==> src/hdl/ckpe_pkg.sv <==
// Types and constants shared by the canonical k-mer peak extractor.
`default_nettype none

package ckpe_pkg;

    localparam int MAX_KMER_DEF   = 32;
    localparam int COUNT_BITS_DEF = 16;

    localparam int CFG_INDEX_W = 4;
    localparam int CFG_DATA_W  = 16;

    localparam logic [CFG_INDEX_W-1:0] CFG_KMER_LENGTH     = 4'd0;
    localparam logic [CFG_INDEX_W-1:0] CFG_COUNT_THRESHOLD = 4'd1;

    localparam logic [5:0]  KMER_LENGTH_RESET     = 6'd10;
    localparam logic [15:0] COUNT_THRESHOLD_RESET = 16'd200;

    localparam logic [7:0] CHAR_A = 8'h41;
    localparam logic [7:0] CHAR_C = 8'h43;
    localparam logic [7:0] CHAR_G = 8'h47;
    localparam logic [7:0] CHAR_T = 8'h54;

    localparam logic [1:0] BASE_A = 2'd0;
    localparam logic [1:0] BASE_C = 2'd1;
    localparam logic [1:0] BASE_G = 2'd2;
    localparam logic [1:0] BASE_T = 2'd3;

    typedef struct packed {
        logic [7:0]  base_char;
        logic [15:0] cut_count;
        logic        first_of_sequence;
        logic [31:0] sequence_length;
    } in_word_t;

    typedef struct packed {
        logic [31:0] window_start;
        logic [63:0] canonical_kmer;
        logic        reverse_strand;
    } out_word_t;

endpackage

`default_nettype wire

==> src/hdl/ckpe_track.sv <==
// Input stage: base histories, valid run, position, qualify line and window hand-off.
`default_nettype none

module ckpe_track #(
    parameter int MAX_KMER   = ckpe_pkg::MAX_KMER_DEF,
    parameter int COUNT_BITS = ckpe_pkg::COUNT_BITS_DEF
) (
    input  wire                      aclk,
    input  wire                      aresetn,
    input  wire                      s_valid,
    output logic                     s_ready,
    input  ckpe_pkg::in_word_t       s_item,
    input  wire  [5:0]               kmer_length,
    input  wire  [15:0]              count_threshold,
    input  wire                      b_ready,
    output logic                     b_valid,
    output logic [2*MAX_KMER-1:0]    b_fwd,
    output logic [2*MAX_KMER-1:0]    b_rev,
    output logic [$clog2(MAX_KMER+1)-1:0] b_k,
    output logic [31:0]              b_start
);

    localparam int WW = 2 * MAX_KMER;
    localparam int KW = $clog2(MAX_KMER + 1);
    localparam int DL = (MAX_KMER + 1) / 2;
    localparam int TW = (DL > 1) ? $clog2(DL) : 1;
    localparam int CW = (COUNT_BITS < 16) ? COUNT_BITS : 16;

    logic [WW-1:0] fwd_reg, fwd_next;
    logic [WW-1:0] rev_reg, rev_next;
    logic [KW-1:0] run_reg, run_next, run_base;
    logic [31:0]   pos_reg, pos;
    logic [DL-1:0] delay_reg, delay_next, delay_base;

    logic          b_valid_reg;
    logic [WW-1:0] b_fwd_reg, b_rev_reg;
    logic [KW-1:0] b_k_reg;
    logic [31:0]   b_start_reg;

    logic [KW-1:0] k;
    logic [KW-1:0] tap;
    logic [1:0]    code;
    logic          base_ok;
    logic          qual;
    logic          emit;
    logic          accept;

    always_comb begin
        if (kmer_length == 6'd0) begin
            k = KW'(1);
        end else if (kmer_length > 6'(MAX_KMER)) begin
            k = KW'(MAX_KMER);
        end else begin
            k = kmer_length[KW-1:0];
        end
    end

    always_comb begin
        base_ok = 1'b1;
        unique case (s_item.base_char)
            ckpe_pkg::CHAR_A: code = ckpe_pkg::BASE_A;
            ckpe_pkg::CHAR_C: code = ckpe_pkg::BASE_C;
            ckpe_pkg::CHAR_G: code = ckpe_pkg::BASE_G;
            ckpe_pkg::CHAR_T: code = ckpe_pkg::BASE_T;
            default: begin
                code    = ckpe_pkg::BASE_A;
                base_ok = 1'b0;
            end
        endcase
    end

    always_comb begin
        pos        = s_item.first_of_sequence ? 32'd0 : pos_reg;
        run_base   = s_item.first_of_sequence ? '0 : run_reg;
        delay_base = s_item.first_of_sequence ? '0 : delay_reg;

        // The reverse history holds complements with the newest base at the top.
        fwd_next = (fwd_reg << 2) | WW'(code);
        rev_next = (rev_reg >> 2) | (WW'(~code) << (WW - 2));

        if (!base_ok) begin
            run_next = '0;
        end else if (run_base < KW'(MAX_KMER)) begin
            run_next = run_base + KW'(1);
        end else begin
            run_next = run_base;
        end

        qual = (16'(s_item.cut_count[CW-1:0]) > count_threshold) &&
               (pos >= 32'(k)) &&
               ((33'(pos) + 33'(k)) < 33'(s_item.sequence_length));

        delay_next = (delay_base << 1) | DL'(qual);

        // The window is centred on the qualifying base, so it looks (k-1)/2 items back.
        tap  = (k - KW'(1)) >> 1;
        emit = delay_next[tap[TW-1:0]] && (run_next >= k);
    end

    assign accept  = s_valid && s_ready;
    assign s_ready = !b_valid_reg || b_ready;

    always_ff @(posedge aclk) begin
        if (!aresetn) begin
            fwd_reg     <= '0;
            rev_reg     <= '0;
            run_reg     <= '0;
            pos_reg     <= '0;
            delay_reg   <= '0;
            b_valid_reg <= 1'b0;
        end else begin
            if (accept) begin
                fwd_reg     <= fwd_next;
                rev_reg     <= rev_next;
                run_reg     <= run_next;
                pos_reg     <= pos + 32'd1;
                delay_reg   <= delay_next;
                b_valid_reg <= emit;
            end else if (b_ready) begin
                b_valid_reg <= 1'b0;
            end
        end
    end

    always_ff @(posedge aclk) begin
        if (accept && emit) begin
            b_fwd_reg   <= fwd_next;
            b_rev_reg   <= rev_next;
            b_k_reg     <= k;
            b_start_reg <= pos - 32'(k) + 32'd1;
        end
    end

    assign b_valid = b_valid_reg;
    assign b_fwd   = b_fwd_reg;
    assign b_rev   = b_rev_reg;
    assign b_k     = b_k_reg;
    assign b_start = b_start_reg;

endmodule

`default_nettype wire

==> src/hdl/ckpe_pick.sv <==
// Result stage: trims both k-mers to k bases, keeps the smaller and holds the result word.
`default_nettype none

module ckpe_pick #(
    parameter int MAX_KMER = ckpe_pkg::MAX_KMER_DEF
) (
    input  wire                      aclk,
    input  wire                      aresetn,
    input  wire                      b_valid,
    output logic                     b_ready,
    input  wire  [2*MAX_KMER-1:0]    b_fwd,
    input  wire  [2*MAX_KMER-1:0]    b_rev,
    input  wire  [$clog2(MAX_KMER+1)-1:0] b_k,
    input  wire  [31:0]              b_start,
    output logic                     m_valid,
    input  wire                      m_ready,
    output ckpe_pkg::out_word_t      m_item
);

    localparam int WW = 2 * MAX_KMER;
    localparam int KW = $clog2(MAX_KMER + 1);

    logic                m_valid_reg;
    ckpe_pkg::out_word_t m_item_reg;

    logic [KW:0]   two_k;
    logic [WW-1:0] mask;
    logic [WW-1:0] fwd_m;
    logic [WW-1:0] rev_s;
    logic          pick_rev;
    logic          load;

    always_comb begin
        two_k = {b_k, 1'b0};
        if (b_k >= KW'(MAX_KMER)) begin
            mask = '1;
        end else begin
            mask = ~({WW{1'b1}} << two_k);
        end
        fwd_m    = b_fwd & mask;
        // The newest base of the reverse history sits at the top, so the window is its top 2k bits.
        rev_s    = b_rev >> ((KW + 1)'(WW) - two_k);
        pick_rev = fwd_m > rev_s;
    end

    assign b_ready = !m_valid_reg || m_ready;
    assign load    = b_valid && b_ready;

    always_ff @(posedge aclk) begin
        if (!aresetn) begin
            m_valid_reg <= 1'b0;
        end else if (load) begin
            m_valid_reg <= 1'b1;
        end else if (m_ready) begin
            m_valid_reg <= 1'b0;
        end
    end

    always_ff @(posedge aclk) begin
        if (load) begin
            m_item_reg.window_start   <= b_start;
            m_item_reg.canonical_kmer <= 64'(pick_rev ? rev_s : fwd_m);
            m_item_reg.reverse_strand <= pick_rev;
        end
    end

    assign m_valid = m_valid_reg;
    assign m_item  = m_item_reg;

endmodule

`default_nettype wire

==> src/hdl/canonical_kmer_peak_extractor.sv <==
// Top level of the canonical k-mer peak extractor: configuration registers and the two stages.
`default_nettype none

// One base is taken per clock cycle for as long as results are drained; a result
// word passes the hand-off register, then the output register. The input
// stage updates the base histories, the valid run, the position and the qualify
// line in the cycle a word is accepted and hands any complete window to the
// result stage, which picks the smaller of the forward and reverse k-mers into
// the output register. The input side stalls only when both the hand-off
// register and the output register are full and m_ready is low. kmer_length 0
// behaves as 1 and values above MAX_KMER as MAX_KMER; registers should be written
// only while no word is in flight.
module canonical_kmer_peak_extractor #(
    parameter int MAX_KMER   = ckpe_pkg::MAX_KMER_DEF,
    parameter int COUNT_BITS = ckpe_pkg::COUNT_BITS_DEF
) (
    input  wire                                 aclk,
    input  wire                                 aresetn,
    input  wire                                 s_valid,
    output logic                                s_ready,
    input  ckpe_pkg::in_word_t                  s_item,
    output logic                                m_valid,
    input  wire                                 m_ready,
    output ckpe_pkg::out_word_t                 m_item,
    input  wire                                 cfg_valid,
    output logic                                cfg_ready,
    input  wire  [ckpe_pkg::CFG_INDEX_W-1:0]    cfg_index,
    input  wire  [ckpe_pkg::CFG_DATA_W-1:0]     cfg_data
);

    localparam int WW = 2 * MAX_KMER;
    localparam int KW = $clog2(MAX_KMER + 1);

    logic [5:0]  kmer_length_reg;
    logic [15:0] count_threshold_reg;

    logic          b_valid;
    logic          b_ready;
    logic [WW-1:0] b_fwd;
    logic [WW-1:0] b_rev;
    logic [KW-1:0] b_k;
    logic [31:0]   b_start;

    assign cfg_ready = 1'b1;

    always_ff @(posedge aclk) begin
        if (!aresetn) begin
            kmer_length_reg     <= ckpe_pkg::KMER_LENGTH_RESET;
            count_threshold_reg <= ckpe_pkg::COUNT_THRESHOLD_RESET;
        end else if (cfg_valid && cfg_ready) begin
            unique case (cfg_index)
                ckpe_pkg::CFG_KMER_LENGTH:     kmer_length_reg     <= cfg_data[5:0];
                ckpe_pkg::CFG_COUNT_THRESHOLD: count_threshold_reg <= cfg_data[15:0];
                default: ;
            endcase
        end
    end

    ckpe_track #(
        .MAX_KMER   (MAX_KMER),
        .COUNT_BITS (COUNT_BITS)
    ) u_track (
        .aclk            (aclk),
        .aresetn         (aresetn),
        .s_valid         (s_valid),
        .s_ready         (s_ready),
        .s_item          (s_item),
        .kmer_length     (kmer_length_reg),
        .count_threshold (count_threshold_reg),
        .b_ready         (b_ready),
        .b_valid         (b_valid),
        .b_fwd           (b_fwd),
        .b_rev           (b_rev),
        .b_k             (b_k),
        .b_start         (b_start)
    );

    ckpe_pick #(
        .MAX_KMER (MAX_KMER)
    ) u_pick (
        .aclk    (aclk),
        .aresetn (aresetn),
        .b_valid (b_valid),
        .b_ready (b_ready),
        .b_fwd   (b_fwd),
        .b_rev   (b_rev),
        .b_k     (b_k),
        .b_start (b_start),
        .m_valid (m_valid),
        .m_ready (m_ready),
        .m_item  (m_item)
    );

endmodule

`default_nettype wire

==> config.mk <==
export PLATFORM = sky130hd
export DESIGN_NAME = canonical_kmer_peak_extractor
export DESIGN_NICKNAME = d
export VERILOG_FILES = /design/src/hdl/ckpe_pkg.sv /design/src/hdl/ckpe_track.sv /design/src/hdl/ckpe_pick.sv /design/src/hdl/canonical_kmer_peak_extractor.sv
export SDC_FILE = /design/constraint.sdc
export NUM_CORES = 1
export LEC_CHECK = 0
export ABC_AREA = 0
export BUFFER_PORTS_ARGS = -buffer_cell sky130_fd_sc_hd__buf_2
export CORE_MARGIN = 2
export CORE_UTILIZATION = 30
export DETAILED_ROUTE_END_ITERATION = 7
export HOLD_SLACK_MARGIN = 0.05
export PLACE_DENSITY_LB_ADDON = 0.2
export SKIP_LAST_GASP = 1
export SLEW_MARGIN = 20
export SYNTH_ARGS = -nofsm -noshare
export SYNTH_HDL_FRONTEND = slang
export SYNTH_SLANG_ARGS = --single-unit
==> constraint.sdc <==
create_clock -name aclk -period 40.3 [get_ports aclk]
set_clock_uncertainty 0.1 [all_clocks]
set_input_delay 4.03 -clock aclk [delete_from_list [all_inputs] [get_ports aclk]]
set_output_delay 4.03 -clock aclk [all_outputs]
set_load 0.05 [all_outputs]
==> impl_metrics.env <==
export IMPL_path_class="in -> reg"
export IMPL_drt_iter0_markers=1302
export IMPL_crit_path_end_kind="flop"
export IMPL_hold_path_class="reg -> reg"
export IMPL_setup_viol=0
export IMPL_ctsResizeCount=0
export IMPL_slowest_stage="nor4_1"
export IMPL_die_area_mm2=0.0926
export IMPL_tightest_slew_ns=1.14
export IMPL_initial_utilization_pct=30.1
export IMPL_multi_input_area_mm2=0.0138
export IMPL_status="complete, no violations"
export IMPL_worstSetupStartpointType="primary input"
export IMPL_clock_sinks=464
export IMPL_seq_area_mm2=0.0119
export IMPL_htree_num_levels=2
export IMPL_grt_start_max_net_pins=158
export IMPL_syn_avg_cell_area_um2=9.63
export IMPL_most_common_layout_cells="nand2_1 (553), edfxtp_1 (263), a21oi_1 (257)"
export IMPL_antenna_cells=0
export IMPL_port_buffers=180
export IMPL_synth_cell_type_count=80
export IMPL_place_congestion=0.922
export IMPL_fin_util_pct=34.5
export IMPL_n_fill_cell=9309
export IMPL_synth_ff_type="edfxtp_1"
export IMPL_routedWlPerCell_um=19.7
export IMPL_clk_pin_slew_ns=0.06
export IMPL_tns_ns=0
export IMPL_maxCapViolCount=0
export IMPL_insertion_delay_ns=0.62
export IMPL_instances_no_fill=4149
export IMPL_dieHeight_um=304
export IMPL_antenna_found_initial=0
export IMPL_cp_num_buf_inv=4
export IMPL_p_total_uw=1050
export IMPL_largest_reg_flops=97
export IMPL_synth_edf_count=263
export IMPL_ant_nets=0
export IMPL_num_io_pins=182
export IMPL_cts_tree="yes"
export IMPL_max_freq_mhz=96.8
export IMPL_finalCritPeriodShare_pct=25.6
export IMPL_synth_nets=3107
export IMPL_critical_path_top_delay_family="compound AO/OA/AOI/OAI gates"
export IMPL_grt_overflow=0
export IMPL_peakVddDrop_uv=35.1
export IMPL_route_detailed_drc=0
export IMPL_period_minus_slack_ns=10.33
export IMPL_slew_viol_final=0
export IMPL_firstDrtPassIters=5
export IMPL_cts_buffer_depth=3
export IMPL_cts_made_buffers=54
export IMPL_syn_area_mm2=0.0271
export IMPL_grtUsageTotal_pct=17.2
export IMPL_whs_ns=0.319
export IMPL_rsz0062_at_grt="no"
export IMPL_async_reset_ff_share_pct=0
export IMPL_final_common_cell="nand2_1"
export IMPL_cts_setup_buffers=0
export IMPL_slowest_delay_ns=0.73
export IMPL_dp_cells=4048
export IMPL_wirelength_um=81600
export IMPL_vias=20800
export IMPL_ys_ff_latch=464
export IMPL_area_growth_synth_to_final_pct=14.6
export IMPL_seq_area_frac_synth_pct=44.1
export IMPL_core_mm2=0.0897
export IMPL_cts_hold_buf=0
export IMPL_crit_fanout=157
export IMPL_syn_inst=2808
export IMPL_worstPathRequired_ns=40.45
export IMPL_grt_pass1_vias=20400
export IMPL_rows=110
export IMPL_ys_warn_count=0
export IMPL_die_x_um=304
export IMPL_p_leak_uw=0.0123
export IMPL_fin_nets=3227
export IMPL_hold_viol=0
export IMPL_cp_data_arrival_time_ns=10.48
export IMPL_drive_above_1_share_pct=14.3
export IMPL_dpl_hpwl_um=59900
export IMPL_crit_top_cell="a21oi_1"
export IMPL_power_density_mw_per_mm2=33.9
export IMPL_grt_first_pass_wirelength_um=125000
export IMPL_slew_headroom_pct=24.2
export IMPL_viasPerCell=5.01
export IMPL_clock_root_buffer="clkbuf_16"
-- area by class of cell --
type | instances | share of cell area (%)
Multi-Input combinational cell | 2001 | 44.6
Tap cell | 1176 | 4.75
Sequential cell | 464 | 38.5
Clock inverter | 23 | 1.07
Clock buffer | 78 | 5.11
Inverter | 200 | 2.44
Timing Repair Buffer | 207 | 3.60
-- cell usage after synthesis, types with 17 or more instances --
cell type    n  share of area [%]
nand2_1    555                7.7
edfxtp_1   263                 29
a21oi_1    258                4.8
ha_1       213                9.9
dfxtp_1    201                 15
inv_1      186                2.6
nor2_1     139                1.9
clkbuf_1    91                1.3
xnor2_1     67                2.2
mux2i_1     65                2.4
nand3_1     62                1.1
o21ai_0     52               0.96
mux4_2      51                4.2
nor2b_1     47                1.1
nand2b_1    43               0.99
buf_2       32               0.59
nand4_1     28               0.65
a21o_1      27               0.75
o221ai_1    27               0.87
xor2_1      24               0.78
a22o_1      21               0.68
a211oi_1    19               0.53
a221o_1     19               0.70
nand3b_1    17               0.47
-- metrics by stage --
step	setup slack (ns)	area, um^2
after floorplan	23.11	27100
after global placement	29.39	29100
after detailed placement	29.30	29100
after CTS	29.96	31000
after global routing	29.36	31000
final	29.97	31000
-- logic make-up after synthesis --
kind of cell               synth area share [%]
xor gates and xnor gates                   3.07
and+or+nand+nor                            16.3
other                                    0.0139
muxes                                      7.19
buffers and inverters                      5.09
DFF                                        44.1
adders and majority gates                  10.1
AOI/OAI and AO/OA                          14.1
-- worst register-to-register path, delay by kind of cell, from the launching register on --
| family | cells | cell delay [ns] |
|---|---|---|
| muxes | 2 | 0.55 |
| and+or+nand+nor | 7 | 1.76 |
| adders and majority gates | 2 | 1.08 |
| AOI/OAI and AO/OA | 4 | 1.89 |
| DFF | 1 | 0.33 |
| buffers and inverters | 4 | 1.96 |
-- worst paths after layout --
path | cells past startpoint | to | from | slack (ns)
worst max-delay path | 25 | u_track.b_fwd[17] | s_item[32] | 29.97
worst min-delay path | 0 | u_pick.m_item[82] | u_track.b_start[17] | 0.32
worst max register to register | 19 | u_pick.m_item[48] | u_track.b_k[0] | 32.33
worst min register to register | 0 | u_pick.m_item[82] | u_track.b_start[17] | 0.32
-- routing by layer --
layer	up-vias	share of wire, %	global-route usage (%)
li1	10200	-	-
met1	9941	44	22.0
met2	509	49	30.3
met3	125	4.0	1.90
met4	0	3.2	5.84
met5	-	0	0
-- power breakdown --
group          internal [uW]  leakage, uW  total (uW)  switching [uW]
combinational           9.02      0.00727        28.8            19.8
clock                    314     0.000932         524             210
sequential               496      0.00414         497           0.679
total                    819       0.0123        1050             231
No activity file was read; power rests on OpenSTA's default activity.
